==> src/hdl/gnc_pkg.sv <==
package gnc_pkg;

  localparam int MAX_WIDTH_DEF = 256;
  localparam int LIMIT_W       = 4;
  localparam int TOTAL_W       = 24;
  localparam int NUM_BANKS     = 3;
  localparam int BANK_W        = 2;

  localparam logic [LIMIT_W-1:0] LIMIT_RESET = 4'd4;

  typedef logic [BANK_W-1:0] bank_t;

  typedef enum logic [1:0] {
    KIND_CELL     = 2'd0,
    KIND_ROW_END  = 2'd1,
    KIND_GRID_END = 2'd2
  } kind_t;

  typedef enum logic [1:0] {
    ST_RUN,
    ST_SWEEP,
    ST_DRAIN,
    ST_EMIT
  } state_t;

  // one column entering the window stage
  typedef struct packed {
    logic  vld;
    logic  flush;
    logic  first;
    logic  below;
    logic  above_ok;
    logic  mid_ok;
    bank_t above_sel;
    bank_t mid_sel;
  } issue_t;

endpackage

==> src/hdl/gnc_line_ram.sv <==
module gnc_line_ram #(
  parameter  int DEPTH  = gnc_pkg::MAX_WIDTH_DEF,
  localparam int ADDR_W = $clog2(DEPTH)
) (
  input  logic                          clk,
  input  logic [gnc_pkg::NUM_BANKS-1:0] we,
  input  logic [ADDR_W-1:0]             addr,
  input  logic                          wdata,
  output logic [gnc_pkg::NUM_BANKS-1:0] rdata
);

  // one bit lane per row buffer, written through a per-lane enable
  logic [gnc_pkg::NUM_BANKS-1:0] mem_r [DEPTH];
  logic [gnc_pkg::NUM_BANKS-1:0] rdata_r;

  always_ff @(posedge clk) begin
    for (int b = 0; b < gnc_pkg::NUM_BANKS; b++) begin
      if (we[b]) begin
        mem_r[addr][b] <= wdata;
      end
    end
    rdata_r <= mem_r[addr];
  end

  assign rdata = rdata_r;

endmodule

==> src/hdl/gnc_judge.sv <==
module gnc_judge (
  input  logic                         clk,
  input  logic                         rst_n,
  input  gnc_pkg::issue_t              issue,
  input  logic [gnc_pkg::NUM_BANKS-1:0] rd_data,
  input  logic [gnc_pkg::LIMIT_W-1:0]  limit,
  input  logic                         emit,
  output logic                         judge_busy,
  output logic [gnc_pkg::TOTAL_W-1:0]  total
);

  // window columns: [2] above, [1] middle, [0] below
  logic [2:0]                    col_in;
  logic [2:0]                    win1_r;
  logic [2:0]                    win2_r;
  logic                          judge_en;
  logic [gnc_pkg::LIMIT_W-1:0]   nbr_cnt;
  logic                          hit;
  logic                          hit_r;
  logic                          hit_vld_r;
  logic [gnc_pkg::TOTAL_W-1:0]   total_r;

  always_comb begin
    if (issue.flush) begin
      col_in = 3'b000;
    end else begin
      col_in = {issue.above_ok & rd_data[issue.above_sel],
                issue.mid_ok & rd_data[issue.mid_sel],
                issue.below};
    end
    judge_en = issue.vld && (issue.flush || !issue.first);
    nbr_cnt  = gnc_pkg::LIMIT_W'(win2_r[2]) + gnc_pkg::LIMIT_W'(win2_r[1])
             + gnc_pkg::LIMIT_W'(win2_r[0]) + gnc_pkg::LIMIT_W'(col_in[2])
             + gnc_pkg::LIMIT_W'(col_in[1]) + gnc_pkg::LIMIT_W'(col_in[0])
             + gnc_pkg::LIMIT_W'(win1_r[2]) + gnc_pkg::LIMIT_W'(win1_r[0]);
    hit      = win1_r[1] && (nbr_cnt < limit);
  end

  always_ff @(posedge clk) begin
    if (!rst_n) begin
      hit_vld_r <= 1'b0;
      total_r   <= '0;
    end else begin
      hit_vld_r <= judge_en;
      if (emit) begin
        total_r <= '0;
      end else if (hit_vld_r && hit_r && (total_r != '1)) begin
        total_r <= total_r + gnc_pkg::TOTAL_W'(1);
      end
    end
  end

  always_ff @(posedge clk) begin
    hit_r <= hit;
    if (issue.vld && !issue.flush) begin
      win1_r <= col_in;
      win2_r <= issue.first ? 3'b000 : win1_r;
    end
  end

  assign judge_busy = issue.vld || hit_vld_r;
  assign total      = total_r;

endmodule

==> src/hdl/gnc_ctrl.sv <==
module gnc_ctrl #(
  parameter  int MAX_WIDTH = gnc_pkg::MAX_WIDTH_DEF,
  localparam int COL_W     = $clog2(MAX_WIDTH + 1),
  localparam int ADDR_W    = $clog2(MAX_WIDTH)
) (
  input  logic                          clk,
  input  logic                          rst_n,
  input  logic                          in_valid,
  output logic                          in_stall,
  input  logic [1:0]                    in_kind,
  input  logic                          in_occupied,
  input  logic                          judge_busy,
  input  logic                          out_free,
  output logic                          emit,
  output logic [gnc_pkg::NUM_BANKS-1:0] mem_we,
  output logic [ADDR_W-1:0]             mem_addr,
  output logic                          mem_wdata,
  output gnc_pkg::issue_t               issue_r
);

  gnc_pkg::state_t  state_r, state_nxt;
  logic [COL_W-1:0] col_r, col_nxt;
  logic [COL_W-1:0] w_above_r, w_above_nxt;
  logic [COL_W-1:0] w_mid_r, w_mid_nxt;
  logic [COL_W-1:0] k_r, k_nxt;
  gnc_pkg::bank_t   rot_r, rot_nxt;
  gnc_pkg::issue_t  issue_nxt;
  gnc_pkg::bank_t   mid_bank;
  gnc_pkg::bank_t   above_bank;
  logic             accept;

  function automatic gnc_pkg::bank_t bank_prev(gnc_pkg::bank_t b);
    return (b == '0) ? gnc_pkg::bank_t'(gnc_pkg::NUM_BANKS - 1) : b - gnc_pkg::bank_t'(1);
  endfunction

  function automatic gnc_pkg::bank_t bank_next(gnc_pkg::bank_t b);
    return (b == gnc_pkg::bank_t'(gnc_pkg::NUM_BANKS - 1)) ? '0 : b + gnc_pkg::bank_t'(1);
  endfunction

  assign mid_bank   = bank_prev(rot_r);
  assign above_bank = bank_prev(mid_bank);
  assign accept     = in_valid && !in_stall;

  // next state
  always_comb begin
    state_nxt = state_r;
    unique case (state_r)
      gnc_pkg::ST_RUN: begin
        if (accept && (in_kind == gnc_pkg::KIND_GRID_END)) begin
          state_nxt = ((col_r != '0) || (w_mid_r != '0)) ? gnc_pkg::ST_SWEEP
                                                          : gnc_pkg::ST_DRAIN;
        end
      end
      gnc_pkg::ST_SWEEP: begin
        if (k_r == w_mid_r) begin
          state_nxt = gnc_pkg::ST_DRAIN;
        end
      end
      gnc_pkg::ST_DRAIN: begin
        if (!judge_busy) begin
          state_nxt = gnc_pkg::ST_EMIT;
        end
      end
      gnc_pkg::ST_EMIT: begin
        if (out_free) begin
          state_nxt = gnc_pkg::ST_RUN;
        end
      end
      default: state_nxt = gnc_pkg::ST_RUN;
    endcase
  end

  // outputs and datapath
  always_comb begin
    in_stall    = (state_r != gnc_pkg::ST_RUN);
    emit        = 1'b0;
    mem_we      = '0;
    mem_addr    = col_r[ADDR_W-1:0];
    mem_wdata   = in_occupied;
    issue_nxt   = '0;
    col_nxt     = col_r;
    w_above_nxt = w_above_r;
    w_mid_nxt   = w_mid_r;
    k_nxt       = k_r;
    rot_nxt     = rot_r;
    unique case (state_r)
      gnc_pkg::ST_RUN: begin
        if (accept) begin
          unique case (in_kind) inside
            gnc_pkg::KIND_CELL: begin
              if (col_r < COL_W'(MAX_WIDTH)) begin
                mem_we[rot_r]      = 1'b1;
                issue_nxt.vld      = 1'b1;
                issue_nxt.first    = (col_r == '0);
                issue_nxt.below    = in_occupied;
                issue_nxt.above_ok = (col_r < w_above_r);
                issue_nxt.mid_ok   = (col_r < w_mid_r);
                issue_nxt.above_sel = above_bank;
                issue_nxt.mid_sel  = mid_bank;
                col_nxt            = col_r + COL_W'(1);
              end
            end
            gnc_pkg::KIND_ROW_END, gnc_pkg::KIND_GRID_END: begin
              k_nxt = '0;
              if (col_r != '0) begin
                issue_nxt.vld   = 1'b1;
                issue_nxt.flush = 1'b1;
                rot_nxt         = bank_next(rot_r);
                w_above_nxt     = w_mid_r;
                w_mid_nxt       = col_r;
                col_nxt         = '0;
              end
            end
            default: ;
          endcase
        end
      end
      gnc_pkg::ST_SWEEP: begin
        // last row against an empty row below
        mem_addr = k_r[ADDR_W-1:0];
        if (k_r == w_mid_r) begin
          issue_nxt.vld   = 1'b1;
          issue_nxt.flush = 1'b1;
        end else begin
          issue_nxt.vld       = 1'b1;
          issue_nxt.first     = (k_r == '0);
          issue_nxt.above_ok  = (k_r < w_above_r);
          issue_nxt.mid_ok    = 1'b1;
          issue_nxt.above_sel = above_bank;
          issue_nxt.mid_sel   = mid_bank;
          k_nxt               = k_r + COL_W'(1);
        end
      end
      gnc_pkg::ST_DRAIN: ;
      gnc_pkg::ST_EMIT: begin
        if (out_free) begin
          emit        = 1'b1;
          col_nxt     = '0;
          w_above_nxt = '0;
          w_mid_nxt   = '0;
          rot_nxt     = '0;
        end
      end
      default: ;
    endcase
  end

  always_ff @(posedge clk) begin
    if (!rst_n) begin
      state_r   <= gnc_pkg::ST_RUN;
      col_r     <= '0;
      w_above_r <= '0;
      w_mid_r   <= '0;
      k_r       <= '0;
      rot_r     <= '0;
      issue_r   <= '0;
    end else begin
      state_r   <= state_nxt;
      col_r     <= col_nxt;
      w_above_r <= w_above_nxt;
      w_mid_r   <= w_mid_nxt;
      k_r       <= k_nxt;
      rot_r     <= rot_nxt;
      issue_r   <= issue_nxt;
    end
  end

`ifndef NO_ASSERTIONS
  a_one_bank_written: assert property (@(posedge clk) disable iff (!rst_n)
    $onehot0(mem_we))
    else $error("more than one line bank written");

  a_no_write_when_stalled: assert property (@(posedge clk) disable iff (!rst_n)
    (state_r != gnc_pkg::ST_RUN) |-> (mem_we == '0))
    else $error("line bank written outside run state");

  a_emit_after_drain: assert property (@(posedge clk) disable iff (!rst_n)
    emit |-> !judge_busy)
    else $error("total emitted with columns in flight");

  a_col_bound: assert property (@(posedge clk) disable iff (!rst_n)
    col_r <= COL_W'(MAX_WIDTH))
    else $error("column position past line length");

  a_sweep_bound: assert property (@(posedge clk) disable iff (!rst_n)
    (state_r == gnc_pkg::ST_SWEEP) |-> (k_r <= w_mid_r))
    else $error("sweep index past last row width");
`endif

endmodule

==> src/hdl/grid_neighbor_count_stream.sv <==
// Binary grid accessible-cell counter.
// Input channel (in_valid/in_stall): one transaction per cell in raster order,
// in_kind = cell, end of row or end of grid; in_occupied marks a set cell.
// Result channel (out_valid/out_stall): one transaction per grid, carrying the
// saturating count of occupied cells with fewer than cfg neighbors set.
// cfg_wr_en/cfg_wr_data write the neighbor limit; write only while idle.
// Cells and row ends cause no stall and are taken one per clock outside
// the end-of-grid stall; each cell passes through a single-port line RAM
// that holds the three row buffers as bit lanes, with a registered read.
// An end of grid closes the last row, then that row, if any, is swept once
// against an empty row below; input stalls through the sweep, the drain of
// the window stage and any wait for a free output register. The result is
// loaded once the window stage has drained and then clears the count for
// the next grid; the next grid's cells are taken while the result still
// waits. A stalled result holds in the output register; a second end of
// grid waits until that register is free. Reset (rst_n low, synchronous)
// empties the grid, drops any result and sets the limit to 4; no RAM
// clearing pass.
module grid_neighbor_count_stream #(
  parameter int MAX_WIDTH = gnc_pkg::MAX_WIDTH_DEF
) (
  input  logic                         clk,
  input  logic                         rst_n,
  input  logic                         in_valid,
  output logic                         in_stall,
  input  logic [1:0]                   in_kind,
  input  logic                         in_occupied,
  output logic                         out_valid,
  input  logic                         out_stall,
  output logic [gnc_pkg::TOTAL_W-1:0]  out_accessible_total,
  input  logic                         cfg_wr_en,
  input  logic [gnc_pkg::LIMIT_W-1:0]  cfg_wr_data
);

  localparam int ADDR_W = $clog2(MAX_WIDTH);

  logic [gnc_pkg::LIMIT_W-1:0]   limit_r;
  logic                          out_valid_r;
  logic [gnc_pkg::TOTAL_W-1:0]   out_total_r;
  logic                          out_free;
  logic                          emit;
  logic                          judge_busy;
  logic [gnc_pkg::NUM_BANKS-1:0] mem_we;
  logic [ADDR_W-1:0]             mem_addr;
  logic                          mem_wdata;
  logic [gnc_pkg::NUM_BANKS-1:0] rd_data;
  gnc_pkg::issue_t               issue;
  logic [gnc_pkg::TOTAL_W-1:0]   total;

  assign out_free = !out_valid_r || !out_stall;

  gnc_ctrl #(
    .MAX_WIDTH (MAX_WIDTH)
  ) u_ctrl (
    .clk         (clk),
    .rst_n       (rst_n),
    .in_valid    (in_valid),
    .in_stall    (in_stall),
    .in_kind     (in_kind),
    .in_occupied (in_occupied),
    .judge_busy  (judge_busy),
    .out_free    (out_free),
    .emit        (emit),
    .mem_we      (mem_we),
    .mem_addr    (mem_addr),
    .mem_wdata   (mem_wdata),
    .issue_r     (issue)
  );

  gnc_line_ram #(
    .DEPTH (MAX_WIDTH)
  ) u_ram (
    .clk   (clk),
    .we    (mem_we),
    .addr  (mem_addr),
    .wdata (mem_wdata),
    .rdata (rd_data)
  );

  gnc_judge u_judge (
    .clk        (clk),
    .rst_n      (rst_n),
    .issue      (issue),
    .rd_data    (rd_data),
    .limit      (limit_r),
    .emit       (emit),
    .judge_busy (judge_busy),
    .total      (total)
  );

  always_ff @(posedge clk) begin
    if (!rst_n) begin
      limit_r     <= gnc_pkg::LIMIT_RESET;
      out_valid_r <= 1'b0;
    end else begin
      if (cfg_wr_en) begin
        limit_r <= cfg_wr_data;
      end
      if (emit) begin
        out_valid_r <= 1'b1;
      end else if (!out_stall) begin
        out_valid_r <= 1'b0;
      end
    end
  end

  always_ff @(posedge clk) begin
    if (emit) begin
      out_total_r <= total;
    end
  end

  assign out_valid            = out_valid_r;
  assign out_accessible_total = out_total_r;

`ifndef NO_ASSERTIONS
  a_emit_into_free_reg: assert property (@(posedge clk) disable iff (!rst_n)
    emit |-> out_free)
    else $error("result loaded over an unaccepted result");

  a_result_source: assert property (@(posedge clk) disable iff (!rst_n)
    $rose(out_valid_r) |-> $past(emit))
    else $error("result appeared without an emit");

  a_input_held_on_emit: assert property (@(posedge clk) disable iff (!rst_n)
    emit |-> in_stall)
    else $error("input taken while emitting a result");
`endif

endmodule
==> config.mk <==
export PLATFORM = sky130hd
export DESIGN_NAME = grid_neighbor_count_stream
export DESIGN_NICKNAME = d
export VERILOG_FILES = /design/src/hdl/gnc_pkg.sv /design/src/hdl/gnc_line_ram.sv /design/src/hdl/gnc_judge.sv /design/src/hdl/gnc_ctrl.sv /design/src/hdl/grid_neighbor_count_stream.sv
export SDC_FILE = /design/constraint.sdc
export NUM_CORES = 2
export LEC_CHECK = 0
export BUFFER_PORTS_ARGS = -buffer_cell sky130_fd_sc_hd__clkbuf_2
export CAP_MARGIN = 20
export CORE_MARGIN = 2
export CORE_UTILIZATION = 63
export DETAILED_ROUTE_END_ITERATION = 8
export HOLD_SLACK_MARGIN = 0.03
export PLACE_DENSITY_LB_ADDON = 0.08
export SETUP_SLACK_MARGIN = 0.05
export SLEW_MARGIN = 5
export SYNTH_ARGS = -nofsm -noshare
export SYNTH_HDL_FRONTEND = slang
export SYNTH_SLANG_ARGS = --single-unit
export TNS_END_PERCENT = 10
==> constraint.sdc <==
create_clock -name clk -period 4.1 [get_ports clk]
set_clock_uncertainty 0.1 [all_clocks]
set_input_delay 0.41 -clock clk [delete_from_list [all_inputs] [get_ports clk]]
set_output_delay 0.41 -clock clk [all_outputs]
set_load 0.02 [all_outputs]
==> metrics.txt <==
vias in the first global route approximately 25,000; Fin. Hold Viols 0; DR DRC count 0; HP Class input pin to flip-flop; Final nets 3,285; die width 253 um; Leak Pwr 13.6 nW; PortBufs 37; drt wl/cell 24.5 um; measured slew at the worst slew-check pin roughly 1.1 ns; Avg Synthesized Cell Area 12.2 sq um; GRT overflow 0; # rows 91; layout cell share with drive strength beyond 1 about 13%; CTS H-tree lvls 3; Slew HR 28.2%; initial antenna violation count 0; Core ar. 0.0615 sq mm; min Tclk post-route 3.74 ns; critical path type flip-flop to flip-flop; Seq/Total Area, Yosys ~66%; status finished clean; reg2reg start u_ctrl.state_r[1]; Critical Path RT 4.60 ns; final setup violation count 0; antenna-violating nets left 0; IO Pins 38; mapped cell area 0.0390 sq mm; die height 253 um; All-Layer GR Usage 31.8%; # clock sinks 881; Routed WL about 100,000 um; Initial Util between 60% and 70%; cts bufs inserted 89; Clock Tree Root clkbuf_16; Inserted Diodes 0; Clk Latency, worst-skew pair about 0.66 ns; Synth async-reset ratio 0%; CTS tree yes; routed via count 26,179; VDD IR max 0.357 mV; Die ar. 0.0639 sq mm; post-synthesis register bit count 881; top cell type's share of synthesized area 61.5%; most area-hungry cell type in the Yosys netlist edfxtp_1; Clock Path Buffers 3; Crit. Startpoint u_ctrl.state_r[1]; r2r worst-path depth 15; final period utilization 91.3%; Mapped Cells 3,203; element type at the critical path end flip-flop; vias per inst 6.40; hold wc startpoint in_kind[0]; Power Dens Cells around 500 mW/mm^2; TritonRoute pass-1 iters 6; crit path DAT about 4.3 ns; fmax between 200 and 300 MHz; Min Hold Slack approximately 0.17 ns; fin util 70.9%; worst-path fanout max 35; fin. max-slew vios 0; unrepaired setup endpoints after global routing false; largest net degree at the start of global routing 170; WHS Path Cells 5; Yosys warning total 0; Post-CTS Setup Bufs 0; CTS clk-pin slew, worst paths 0.06 ns; number of enable flip-flop cells after synthesis 798; GPL Wtd Cong roughly 0.92; Netlist cell types 60; global-route wire length before repair 151,000 um; post-route setup TNS 0 ns; Max Cap Violations 0; Layout area overhead 11.8%; post_cts resized 0; dominant synthesized flop cell edfxtp_1; drt first-iter violations 3,574; hpwl dp 62,100 um; Critical Path Source Type flip-flop; Area contributors post-synth edfxtp_1, nor2_1, mux4_2; syn nets 3,266; hold_buf cts 10
-- logic make-up (layout without fill, tap and decap cells) --
kind of cell    count (synthesis)  count (layout)  synth area share (%)
compound gates                207             207                  3.71
xor+xnor                       47              47                  1.06
fa+ha+maj                      51              51                  1.71
buf+inv                       293             388                  3.02
flops                         881             881                  65.7
mux                           149             149                  7.91
simple gates                 1575            1575                  16.9
-- cell type report --
cell class,instances,area [sq um]
clock buffers,107,2330
flip-flops and latches,881,25600
repair buffers,172,1430
clock inverters,60,722
well taps,790,988
fillers,4218,17900
multi-input cells,2029,12300
inverters,49,184
-- flip-flops by register name (all words and copies together), names as in the netlist, 4 cells and up --
signal / count
u_ctrl.w_mid_r: 9
out_accessible_total: 24
u_ctrl.issue_r: 9
limit_r: 4
u_judge.total: 24
u_ctrl.col_r: 9
u_ram.mem_r: 768
u_ctrl.w_above_r: 9
u_ctrl.k_r: 9
-- layer usage --
layer / wire, um / share of wire, % / global-route usage, % / vias up
li1: - / - / - / 11479
met1: 37600 / 38 / 42.4 / 13047
met2: 48400 / 48 / 51.3 / 1426
met3: 9980 / 10 / 6.71 / 227
met4: 4130 / 4.1 / 13.5 / 0
met5: 0 / 0 / 0 / -
-- through the flow --
stage | instances | setup WS (ns) | instance area, sq um | total power [mW]
floorplan | 3203 | 0.540 | 39000 | 12.4
global placement | 3910 | 0.275 | 40400 | 13.6
detailed placement | 3911 | 0.369 | 40400 | 13.6
CTS | 4088 | 0.378 | 43600 | 22.1
global route | 4088 | 0.152 | 43600 | 22.7
finish | 4088 | 0.356 | 43600 | 22.0
-- final timing paths --
| check | endpoint | slack (ns) |
|---|---|---|
| max reg2reg | u_ram.rdata[2] | 0.36 |
| max | u_ram.rdata[2] | 0.36 |
| min | u_ctrl.issue_r[9] | 0.17 |
| min reg2reg | out_accessible_total[9] | 0.38 |
-- power breakdown --
| part | switching [mW] | leakage (nW) | internal (mW) |
|---|---|---|---|
| registers | 0.0998 | 7.85 | 9.87 |
| logic | 2.19 | 4.23 | 1.33 |
| clock network | 3.44 | 1.48 | 5.06 |
-- Yosys cell counts (3+ instances only) --
library cell	count
nor2_1	852
edfxtp_1	798
nand2_1	376
clkbuf_1	179
nand3_1	160
mux4_2	127
dfxtp_1	83
nand4_1	59
a21oi_1	52
inv_1	49
ha_1	47
nor2b_1	36
a22oi_1	34
buf_2	34
xor2_1	32
buf_1	25
nor3_1	25
a311oi_1	24
and3_1	18
mux2i_1	18
o21ai_0	16
xnor2_1	15
a21o_1	13
and2_1	12
o31ai_1	12
nor3b_1	8
nand2b_1	7
a41oi_1	6
nor4_1	6
a31oi_1	5
o211ai_1	5
o21ai_1	5
a211oi_1	4
and4_1	4
fa_1	4
mux2_2	4
o22ai_1	4
or3_1	4
a32o_1	3
a32oi_1	3
buf_4	3
buf_6	3
nand3b_1	3
o311a_1	3
-- cell usage in the layout, fill, tap and decap left out, types with 7 or more instances in the layout --
master,netlist,final
nor2_1,852,851
edfxtp_1,798,798
nand2_1,376,363
nand3_1,160,160
mux4_2,127,127
buf_4,3,108
clkbuf_16,0,90
dfxtp_1,83,83
nand4_1,59,59
a21oi_1,52,52
inv_1,49,49
ha_1,47,47
nor2b_1,36,36
clkbuf_2,0,36
a22oi_1,34,34
xor2_1,32,32
nor3_1,25,25
a311oi_1,24,24
clkinv_1,0,22
and3_1,18,18
clkbuf_1,179,16
bufinv_16,0,16
buf_12,0,16
mux2i_1,18,15
xnor2_1,15,15
o21ai_0,16,15
nand2_2,0,13
a21o_1,13,13
clkinv_2,0,13
and2_1,12,12
o31ai_1,12,12
dlygate4sd3_1,0,10
nor3b_1,8,8
nand2b_1,7,7
-- critical path, stage by stage (launching register included) --
cell and delay [ns]:
dfxtp_1 0.34, inv_1 0.09, ha_1 0.33, buf_4 0.24, mux2i_4 0.25, buf_12 0.25, buf_4 0.29, nand2_1 0.08
and3_1 0.17, a311oi_1 0.35, a311oi_1 0.12, buf_4 0.19, a311oi_1 0.53, o31ai_1 0.17, nand4_1 0.09, buf_4 0.10
Power figures use the tool's default switching activity.
